[config.mk]
export PLATFORM = sky130hd
export DESIGN_NAME = gpr_back
export DESIGN_NICKNAME = d
export VERILOG_FILES = /design/src/gpr_pkg.sv /design/src/gpr_back.sv
export VERILOG_INCLUDE_DIRS = /design/src /design/src/src
export SDC_FILE = /design/constraint.sdc
export NUM_CORES = 1
export LEC_CHECK = 0
export BUFFER_PORTS_ARGS = -buffer_cell sky130_fd_sc_hd__buf_2
export CAP_MARGIN = 10
export CORE_MARGIN = 4
export CORE_UTILIZATION = 40
export DETAILED_ROUTE_END_ITERATION = 7
export PLACE_DENSITY = 0.72
export SYNTH_ARGS = -nofsm -noshare
export SYNTH_HDL_FRONTEND = slang
export SYNTH_SLANG_ARGS = --single-unit
[constraint.sdc]
create_clock -name clk_i -period 14.1 [get_ports clk_i]
set_input_delay 2.82 -clock clk_i [delete_from_list [all_inputs] [get_ports clk_i]]
set_output_delay 2.82 -clock clk_i [all_outputs]
set_load 0.03 [all_outputs]
[src/glyph_pixel_rasterizer_macros.svh]
// Assertion helpers shared by the rasteriser sources.
// Every check is sampled on clk_i and held off while rst_ni is low.
`ifndef GLYPH_PIXEL_RASTERIZER_MACROS_SVH
`define GLYPH_PIXEL_RASTERIZER_MACROS_SVH

`ifndef ASSERT_OFF

// Check that a property holds.
`define GPR_ASSERT(lbl, prop) \
  lbl: assert property (@(posedge clk_i) disable iff (!rst_ni) (prop)) \
    else $error("assertion failed");

// Check that a condition never holds.
`define GPR_ASSERT_NEVER(lbl, cond) \
  lbl: assert property (@(posedge clk_i) disable iff (!rst_ni) !(cond)) \
    else $error("forbidden condition seen");

`else

`define GPR_ASSERT(lbl, prop)
`define GPR_ASSERT_NEVER(lbl, cond)

`endif

`endif

[src/gpr_pkg.sv]
`default_nettype none

package gpr_pkg;

  // Character range held in the font ROM
  localparam int unsigned GLYPH_COUNT = 95;
  localparam logic [7:0]  FIRST_CODE  = 8'd32;
  localparam logic [7:0]  FINAL_CODE  = 8'd126;

  // Cell geometry: five glyph columns and one spacing column of seven rows
  localparam int unsigned GLYPH_COLS  = 5;
  localparam int unsigned GLYPH_ROWS  = 7;
  localparam logic [2:0]  LAST_COL    = 3'd5;
  localparam logic [2:0]  LAST_ROW    = 3'd6;
  localparam int unsigned GLYPH_BITS  = GLYPH_COLS * GLYPH_ROWS;

  // Queue between front and back
  localparam int unsigned QUEUE_DEPTH = 2;
  localparam int unsigned QPTR_W      = $clog2(QUEUE_DEPTH);
  localparam int unsigned QCNT_W      = $clog2(QUEUE_DEPTH + 1);

  // Configuration register indexes
  typedef enum logic [0:0] {
    REG_SCREEN_WIDTH  = 1'b0,
    REG_SCREEN_HEIGHT = 1'b1
  } cfg_reg_e;

  localparam logic [8:0] WIDTH_RESET  = 9'd128;
  localparam logic [8:0] HEIGHT_RESET = 9'd160;

  // Visible screen size
  typedef struct packed {
    logic [8:0] width;
    logic [8:0] height;
  } screen_t;

  // One classified draw job; glyph column c sits in bits [c*7 +: 7]
  typedef struct packed {
    logic [7:0]            anchor_x;
    logic [7:0]            anchor_y;
    logic [GLYPH_BITS-1:0] glyph;
    logic [15:0]           fore_colour;
    logic [15:0]           back_colour;
    logic                  paint_back;
  } job_t;

  // Font ROM: five column bytes, column 0 in the top byte, bit 0 is the top row
  function automatic logic [39:0] glyph_rom(logic [6:0] idx);
    logic [39:0] r;
    case (idx)
      7'd0:  r = 40'h0000000000;
      7'd1:  r = 40'h00005F0000;
      7'd2:  r = 40'h0007000700;
      7'd3:  r = 40'h147F147F14;
      7'd4:  r = 40'h242A7F2A12;
      7'd5:  r = 40'h2313086462;
      7'd6:  r = 40'h3649552250;
      7'd7:  r = 40'h0005030000;
      7'd8:  r = 40'h001C224100;
      7'd9:  r = 40'h0041221C00;
      7'd10: r = 40'h082A1C2A08;
      7'd11: r = 40'h08083E0808;
      7'd12: r = 40'h0050300000;
      7'd13: r = 40'h0808080808;
      7'd14: r = 40'h0060600000;
      7'd15: r = 40'h2010080402;
      7'd16: r = 40'h3E5149453E;
      7'd17: r = 40'h00427F4000;
      7'd18: r = 40'h4261514946;
      7'd19: r = 40'h2141454B31;
      7'd20: r = 40'h1814127F10;
      7'd21: r = 40'h2745454539;
      7'd22: r = 40'h3C4A494930;
      7'd23: r = 40'h0171090503;
      7'd24: r = 40'h3649494936;
      7'd25: r = 40'h064949291E;
      7'd26: r = 40'h0036360000;
      7'd27: r = 40'h0056360000;
      7'd28: r = 40'h0008142241;
      7'd29: r = 40'h1414141414;
      7'd30: r = 40'h4122140800;
      7'd31: r = 40'h0201510906;
      7'd32: r = 40'h324979413E;
      7'd33: r = 40'h7E1111117E;
      7'd34: r = 40'h7F49494936;
      7'd35: r = 40'h3E41414122;
      7'd36: r = 40'h7F4141221C;
      7'd37: r = 40'h7F49494941;
      7'd38: r = 40'h7F09090101;
      7'd39: r = 40'h3E41415132;
      7'd40: r = 40'h7F0808087F;
      7'd41: r = 40'h00417F4100;
      7'd42: r = 40'h2040413F01;
      7'd43: r = 40'h7F08142241;
      7'd44: r = 40'h7F40404040;
      7'd45: r = 40'h7F0204027F;
      7'd46: r = 40'h7F0408107F;
      7'd47: r = 40'h3E4141413E;
      7'd48: r = 40'h7F09090906;
      7'd49: r = 40'h3E4151215E;
      7'd50: r = 40'h7F09192946;
      7'd51: r = 40'h4649494931;
      7'd52: r = 40'h01017F0101;
      7'd53: r = 40'h3F4040403F;
      7'd54: r = 40'h1F2040201F;
      7'd55: r = 40'h7F2018207F;
      7'd56: r = 40'h6314081463;
      7'd57: r = 40'h0304780403;
      7'd58: r = 40'h6151494543;
      7'd59: r = 40'h00007F4141;
      7'd60: r = 40'h0204081020;
      7'd61: r = 40'h41417F0000;
      7'd62: r = 40'h0402010204;
      7'd63: r = 40'h4040404040;
      7'd64: r = 40'h0001020400;
      7'd65: r = 40'h2054545478;
      7'd66: r = 40'h7F48444438;
      7'd67: r = 40'h3844444420;
      7'd68: r = 40'h384444487F;
      7'd69: r = 40'h3854545418;
      7'd70: r = 40'h087E090102;
      7'd71: r = 40'h081454543C;
      7'd72: r = 40'h7F08040478;
      7'd73: r = 40'h00447D4000;
      7'd74: r = 40'h2040443D00;
      7'd75: r = 40'h7F10284400;
      7'd76: r = 40'h00417F4000;
      7'd77: r = 40'h7C04180478;
      7'd78: r = 40'h7C08040478;
      7'd79: r = 40'h3844444438;
      7'd80: r = 40'h7C14141408;
      7'd81: r = 40'h081414187C;
      7'd82: r = 40'h7C08040408;
      7'd83: r = 40'h4854545420;
      7'd84: r = 40'h043F444020;
      7'd85: r = 40'h3C4040207C;
      7'd86: r = 40'h1C2040201C;
      7'd87: r = 40'h3C4030403C;
      7'd88: r = 40'h4428102844;
      7'd89: r = 40'h0C5050503C;
      7'd90: r = 40'h4464544C44;
      7'd91: r = 40'h0008364100;
      7'd92: r = 40'h00007F0000;
      7'd93: r = 40'h0041360800;
      7'd94: r = 40'h0804081008;
      default: r = 40'h0000000000;
    endcase
    return r;
  endfunction

endpackage

`default_nettype wire

[src/gpr_back.sv]
`default_nettype none

`include "glyph_pixel_rasterizer_macros.svh"

module gpr_back (
  input  wire logic             clk_i,
  input  wire logic             rst_ni,
  input  wire gpr_pkg::screen_t screen_i,
  input  wire logic             job_valid_i,
  input  wire gpr_pkg::job_t    job_i,
  output logic                  pop_o,
  output logic                  out_valid_o,
  input  wire logic             out_ready_i,
  output logic [7:0]            pixel_x_o,
  output logic [7:0]            pixel_y_o,
  output logic [15:0]           pixel_colour_o,
  output logic                  last_pixel_o
);

  typedef enum logic [2:0] {
    ST_IDLE  = 3'b001,
    ST_SCAN  = 3'b010,
    ST_FLUSH = 3'b100
  } back_state_e;

  typedef struct packed {
    logic [7:0]  x;
    logic [7:0]  y;
    logic [15:0] colour;
  } pixel_t;

  back_state_e                    state_q, state_d;
  gpr_pkg::job_t                  job_q, job_d;
  logic [gpr_pkg::GLYPH_BITS-1:0] glyph_q, glyph_d;
  logic [2:0]                     col_q, col_d;
  logic [2:0]                     row_q, row_d;
  logic                           pend_valid_q, pend_valid_d;
  pixel_t                         pend_q, pend_d;
  logic                           out_valid_q, out_valid_d;
  pixel_t                         out_q, out_d;
  logic                           out_last_q, out_last_d;

  logic   cur_bit;
  logic   on_screen;
  logic   emit;
  logic   out_free;
  logic   advance;
  pixel_t cand;

  // Examine the current cell
  assign cur_bit     = glyph_q[row_q];
  assign cand.x      = job_q.anchor_x + {5'd0, col_q};
  assign cand.y      = job_q.anchor_y + {5'd0, row_q};
  assign cand.colour = cur_bit ? job_q.fore_colour : job_q.back_colour;
  assign on_screen   = ({1'b0, cand.x} < screen_i.width) &&
                       ({1'b0, cand.y} < screen_i.height);
  assign emit        = on_screen && (cur_bit || job_q.paint_back);
  assign out_free    = !out_valid_q || out_ready_i;
  assign advance     = !(emit && pend_valid_q && !out_free);

  // Walk the cell; one pixel is held back so the final one can be flagged
  always_comb begin
    state_d      = state_q;
    job_d        = job_q;
    glyph_d      = glyph_q;
    col_d        = col_q;
    row_d        = row_q;
    pend_valid_d = pend_valid_q;
    pend_d       = pend_q;
    out_valid_d  = out_valid_q && !out_ready_i;
    out_d        = out_q;
    out_last_d   = out_last_q;
    pop_o        = 1'b0;
    unique case (state_q)
      ST_IDLE: begin
        if (job_valid_i) begin
          pop_o   = 1'b1;
          job_d   = job_i;
          glyph_d = job_i.glyph;
          col_d   = '0;
          row_d   = '0;
          state_d = ST_SCAN;
        end
      end
      ST_SCAN: begin
        if (advance) begin
          if (emit) begin
            pend_valid_d = 1'b1;
            pend_d       = cand;
            if (pend_valid_q) begin
              out_valid_d = 1'b1;
              out_d       = pend_q;
              out_last_d  = 1'b0;
            end
          end
          if (row_q == gpr_pkg::LAST_ROW) begin
            row_d   = '0;
            col_d   = col_q + 1'b1;
            glyph_d = glyph_q >> gpr_pkg::GLYPH_ROWS;
            if (col_q == gpr_pkg::LAST_COL) begin
              state_d = ST_FLUSH;
            end
          end else begin
            row_d = row_q + 1'b1;
          end
        end
      end
      ST_FLUSH: begin
        if (!pend_valid_q) begin
          state_d = ST_IDLE;
        end else if (out_free) begin
          out_valid_d  = 1'b1;
          out_d        = pend_q;
          out_last_d   = 1'b1;
          pend_valid_d = 1'b0;
          state_d      = ST_IDLE;
        end
      end
      default: begin
        state_d = ST_IDLE;
      end
    endcase
  end

  always_ff @(posedge clk_i or negedge rst_ni) begin
    if (!rst_ni) begin
      state_q      <= ST_IDLE;
      pend_valid_q <= 1'b0;
      out_valid_q  <= 1'b0;
    end else begin
      state_q      <= state_d;
      pend_valid_q <= pend_valid_d;
      out_valid_q  <= out_valid_d;
    end
  end

  // Payload registers need no reset
  always_ff @(posedge clk_i) begin
    job_q      <= job_d;
    glyph_q    <= glyph_d;
    col_q      <= col_d;
    row_q      <= row_d;
    pend_q     <= pend_d;
    out_q      <= out_d;
    out_last_q <= out_last_d;
  end

  assign out_valid_o    = out_valid_q;
  assign pixel_x_o      = out_q.x;
  assign pixel_y_o      = out_q.y;
  assign pixel_colour_o = out_q.colour;
  assign last_pixel_o   = out_last_q;

  `GPR_ASSERT(pend_only_busy, pend_valid_q |-> (state_q != ST_IDLE))
  `GPR_ASSERT_NEVER(row_in_range, (state_q == ST_SCAN) && (row_q > gpr_pkg::LAST_ROW))
  `GPR_ASSERT(scan_ends_in_flush,
    ((state_q == ST_SCAN) && advance && (col_q == gpr_pkg::LAST_COL) &&
     (row_q == gpr_pkg::LAST_ROW)) |=> (state_q == ST_FLUSH))
  `GPR_ASSERT(out_on_screen,
    out_valid_q |-> (({1'b0, out_q.x} < screen_i.width) &&
                     ({1'b0, out_q.y} < screen_i.height)))

endmodule

`default_nettype wire

==> reports/metrics.cfg <==
[final_layout]
multiInputGateArea_sq_um=1580
layout-drive-gt1-share=0.336
fin_area_sq_um=8060
nets=711
layout_common_cells=155 x edfxtp_1, 140 x buf_2, 96 x nand2_1, 24 x ha_1, 19 x inv_1
fillerInstances=1330
register_area_sq_um=4780
area_delta_synth_final_pct=24.8
mostFrequentLayoutCell=edfxtp_1

[clock_network]
clkTransAtPathRegs_ns=0.06
insertion_delay_ns=0.43
htree_levels=4
cts_hold_buffers=0
cts_buffers=17
cts_root_buffer=clkbuf_16
clock_sinks=160
cts.repair.resized=0
cts_tree=done
cts_buffer_depth=2
cts_setup_buffers=0

[yosys]
synth_edf_count=155
async_reset_ff_frac=0.0313
ys.flop_type=edfxtp_1
ys_ff_latch=160
synth_area_sq_um=6450
synth.distinct_cells=43
seq_area_frac_synth=0.741
syn-num-nets=556
synth_warnings=0
syn_inst=424
syn_avg_cell_area_sq_um=15.2

[setup_path]
r2r-start=col_q[0]$_SDFFCE_PN0P_
arrival_ns=3.90
cp-start-kind=input port
rr_worst_depth=13
reg2reg_setup_slack_ns=9.62
path_class=in2out
startpoint=job_valid_i
cp_max_fo=36
end_kind=output port
reg2reg_to=pend_q[19]$_DFFE_PP_
worstSetupEndpoint=pop_o
required_ns=11.28

[sta]
maxSlewHeadroom=0.281
period_minus_slack_ns=6.72
fin_skew_ns=0.0191
hold_viol_final=0
fin_tns_setup_ns=0
setup_viol=0
period_share=0.477
slew_viol_final=0
max_freq_mhz=149
rsz0062_at_grt=false
worstMarginPinSlew_ns=1.08

[floorplan]
die_w_um=135
core-area_sq_um=15800
num_rows=46
die_h_um=135
io_pins=141
start_util=0.408
dieArea_sq_um=18200

[power_and_ir_drop]
pwr_density_cell_nw_per_um2=200
p_leak_nw=3.25
peakVddDrop_mv=0.0954

[hold_path]
hp-class=reg2reg
min_path_cells=0

[global_routing]
antenna_found_initial=2
grt_pass1_wl_mm=19.3
grt_pass1_vias=3950
track_usage=0.140
grt_max_degree=41
overflow=0

[drt]
first_pass_iters=5
viasPerCell=4.68
post_drt_wl_per_cell_um=15.1
drtAntennaViolNets=0
drt-total-wl_mm=12.2
vias=3785
drcViolationCount=0
drt_iter0_markers=178

[place]
dpl.hpwl_mm=8.81
dpl_cell_area_sq_um=7440
place_congestion=0.781
io_buffers=140

[run]
max_cap_violations=0

[run_status]
status=complete, no violations

-- worst min-delay path by stage --
stage | start | to | slack [ns]
after detailed placement | pend_q[10]$_DFFE_PP_ | pixel_colour_o[10]$_DFFE_PP_ | 0.40
after floorplan | pend_q[0]$_DFFE_PP_ | pixel_colour_o[0]$_DFFE_PP_ | 0.40
after global routing | pend_q[6]$_DFFE_PP_ | pixel_colour_o[6]$_DFFE_PP_ | 0.42
after CTS | pend_q[11]$_DFFE_PP_ | pixel_colour_o[11]$_DFFE_PP_ | 0.42
final | pend_q[3]$_DFFE_PP_ | pixel_colour_o[3]$_DFFE_PP_ | 0.42
after global placement | pend_q[21]$_DFFE_PP_ | pixel_y_o[5]$_DFFE_PP_ | 0.40
-- stage by stage --
stage               hold WS [ns]  power [mW]  utilization  worst slack, ns  instances
floorplan                  0.400        1.06            -             2.51        424
global placement           0.401        1.14        0.470             7.39        775
detailed placement         0.405        1.17        0.470             7.35        775
CTS                        0.416        1.63        0.507             7.35        805
global route               0.420        1.71        0.509             7.25        808
finish                     0.416        1.61        0.509             7.38        808
-- registers in the layout, summed over array words and instances (netlist names), 3 cells and up --
name,cells
pend_q,32
row_q,3
state_q,3
glyph_q,35
col_q,3
pixel_y_o,8
job_q,49
pixel_colour_o,16
pixel_x_o,8
-- Yosys cell counts, drive strengths merged (4+ instances only) --
cell type,count,share of area
edfxtp,155,0.72
nand2,96,0.056
ha,24,0.047
inv,19,0.011
mux2,16,0.028
a21oi,14,0.011
nor2,14,0.0081
and2,10,0.0097
clkbuf,7,0.0056
xnor2,7,0.0095
o21ai,6,0.0047
xor2,6,0.0081
nor3,5,0.0039
a21o,4,0.0047
dfrtp,4,0.016
-- layer usage --
| layer | track usage | share of wire |
|---|---|---|
| met4 | 0.0722 | 0.024 |
| met1 | 0.158 | 0.39 |
| met5 | 0 | 0 |
| met2 | 0.233 | 0.50 |
| met3 | 0.0510 | 0.088 |
-- cell type report --
class | instances | share of cell area
tap | 216 | 0.0336
clock buffer | 18 | 0.0533
antenna | 2 | 0.000621
timing repair buffer | 146 | 0.0941
sequential | 160 | 0.594
inverter | 19 | 0.00885
clock inverter | 12 | 0.0197
multi-input combinational | 235 | 0.196
-- cell families after synthesis --
logic type	synth area share
xor+xnor	0.0176
fa+ha+maj	0.0527
flops	0.741
simple gates	0.0975
mux	0.0396
compound gates	0.0330
buf+inv	0.0186
-- critical path, stage by stage --
cell and delay, ns:
buf_2 0.09, nor4b_2 0.23, buf_4 0.46, buf_2 0.29
-- report_power, final --
part	total, mW	leakage, nW	switching (mW)	internal, mW
registers	0.741	1.49	0.0425	0.698
clock network	0.459	0.281	0.181	0.278
logic	0.412	1.47	0.252	0.160
total	1.61	3.25	0.475	1.14
Note: power is estimated with default switching activity, not from simulation.
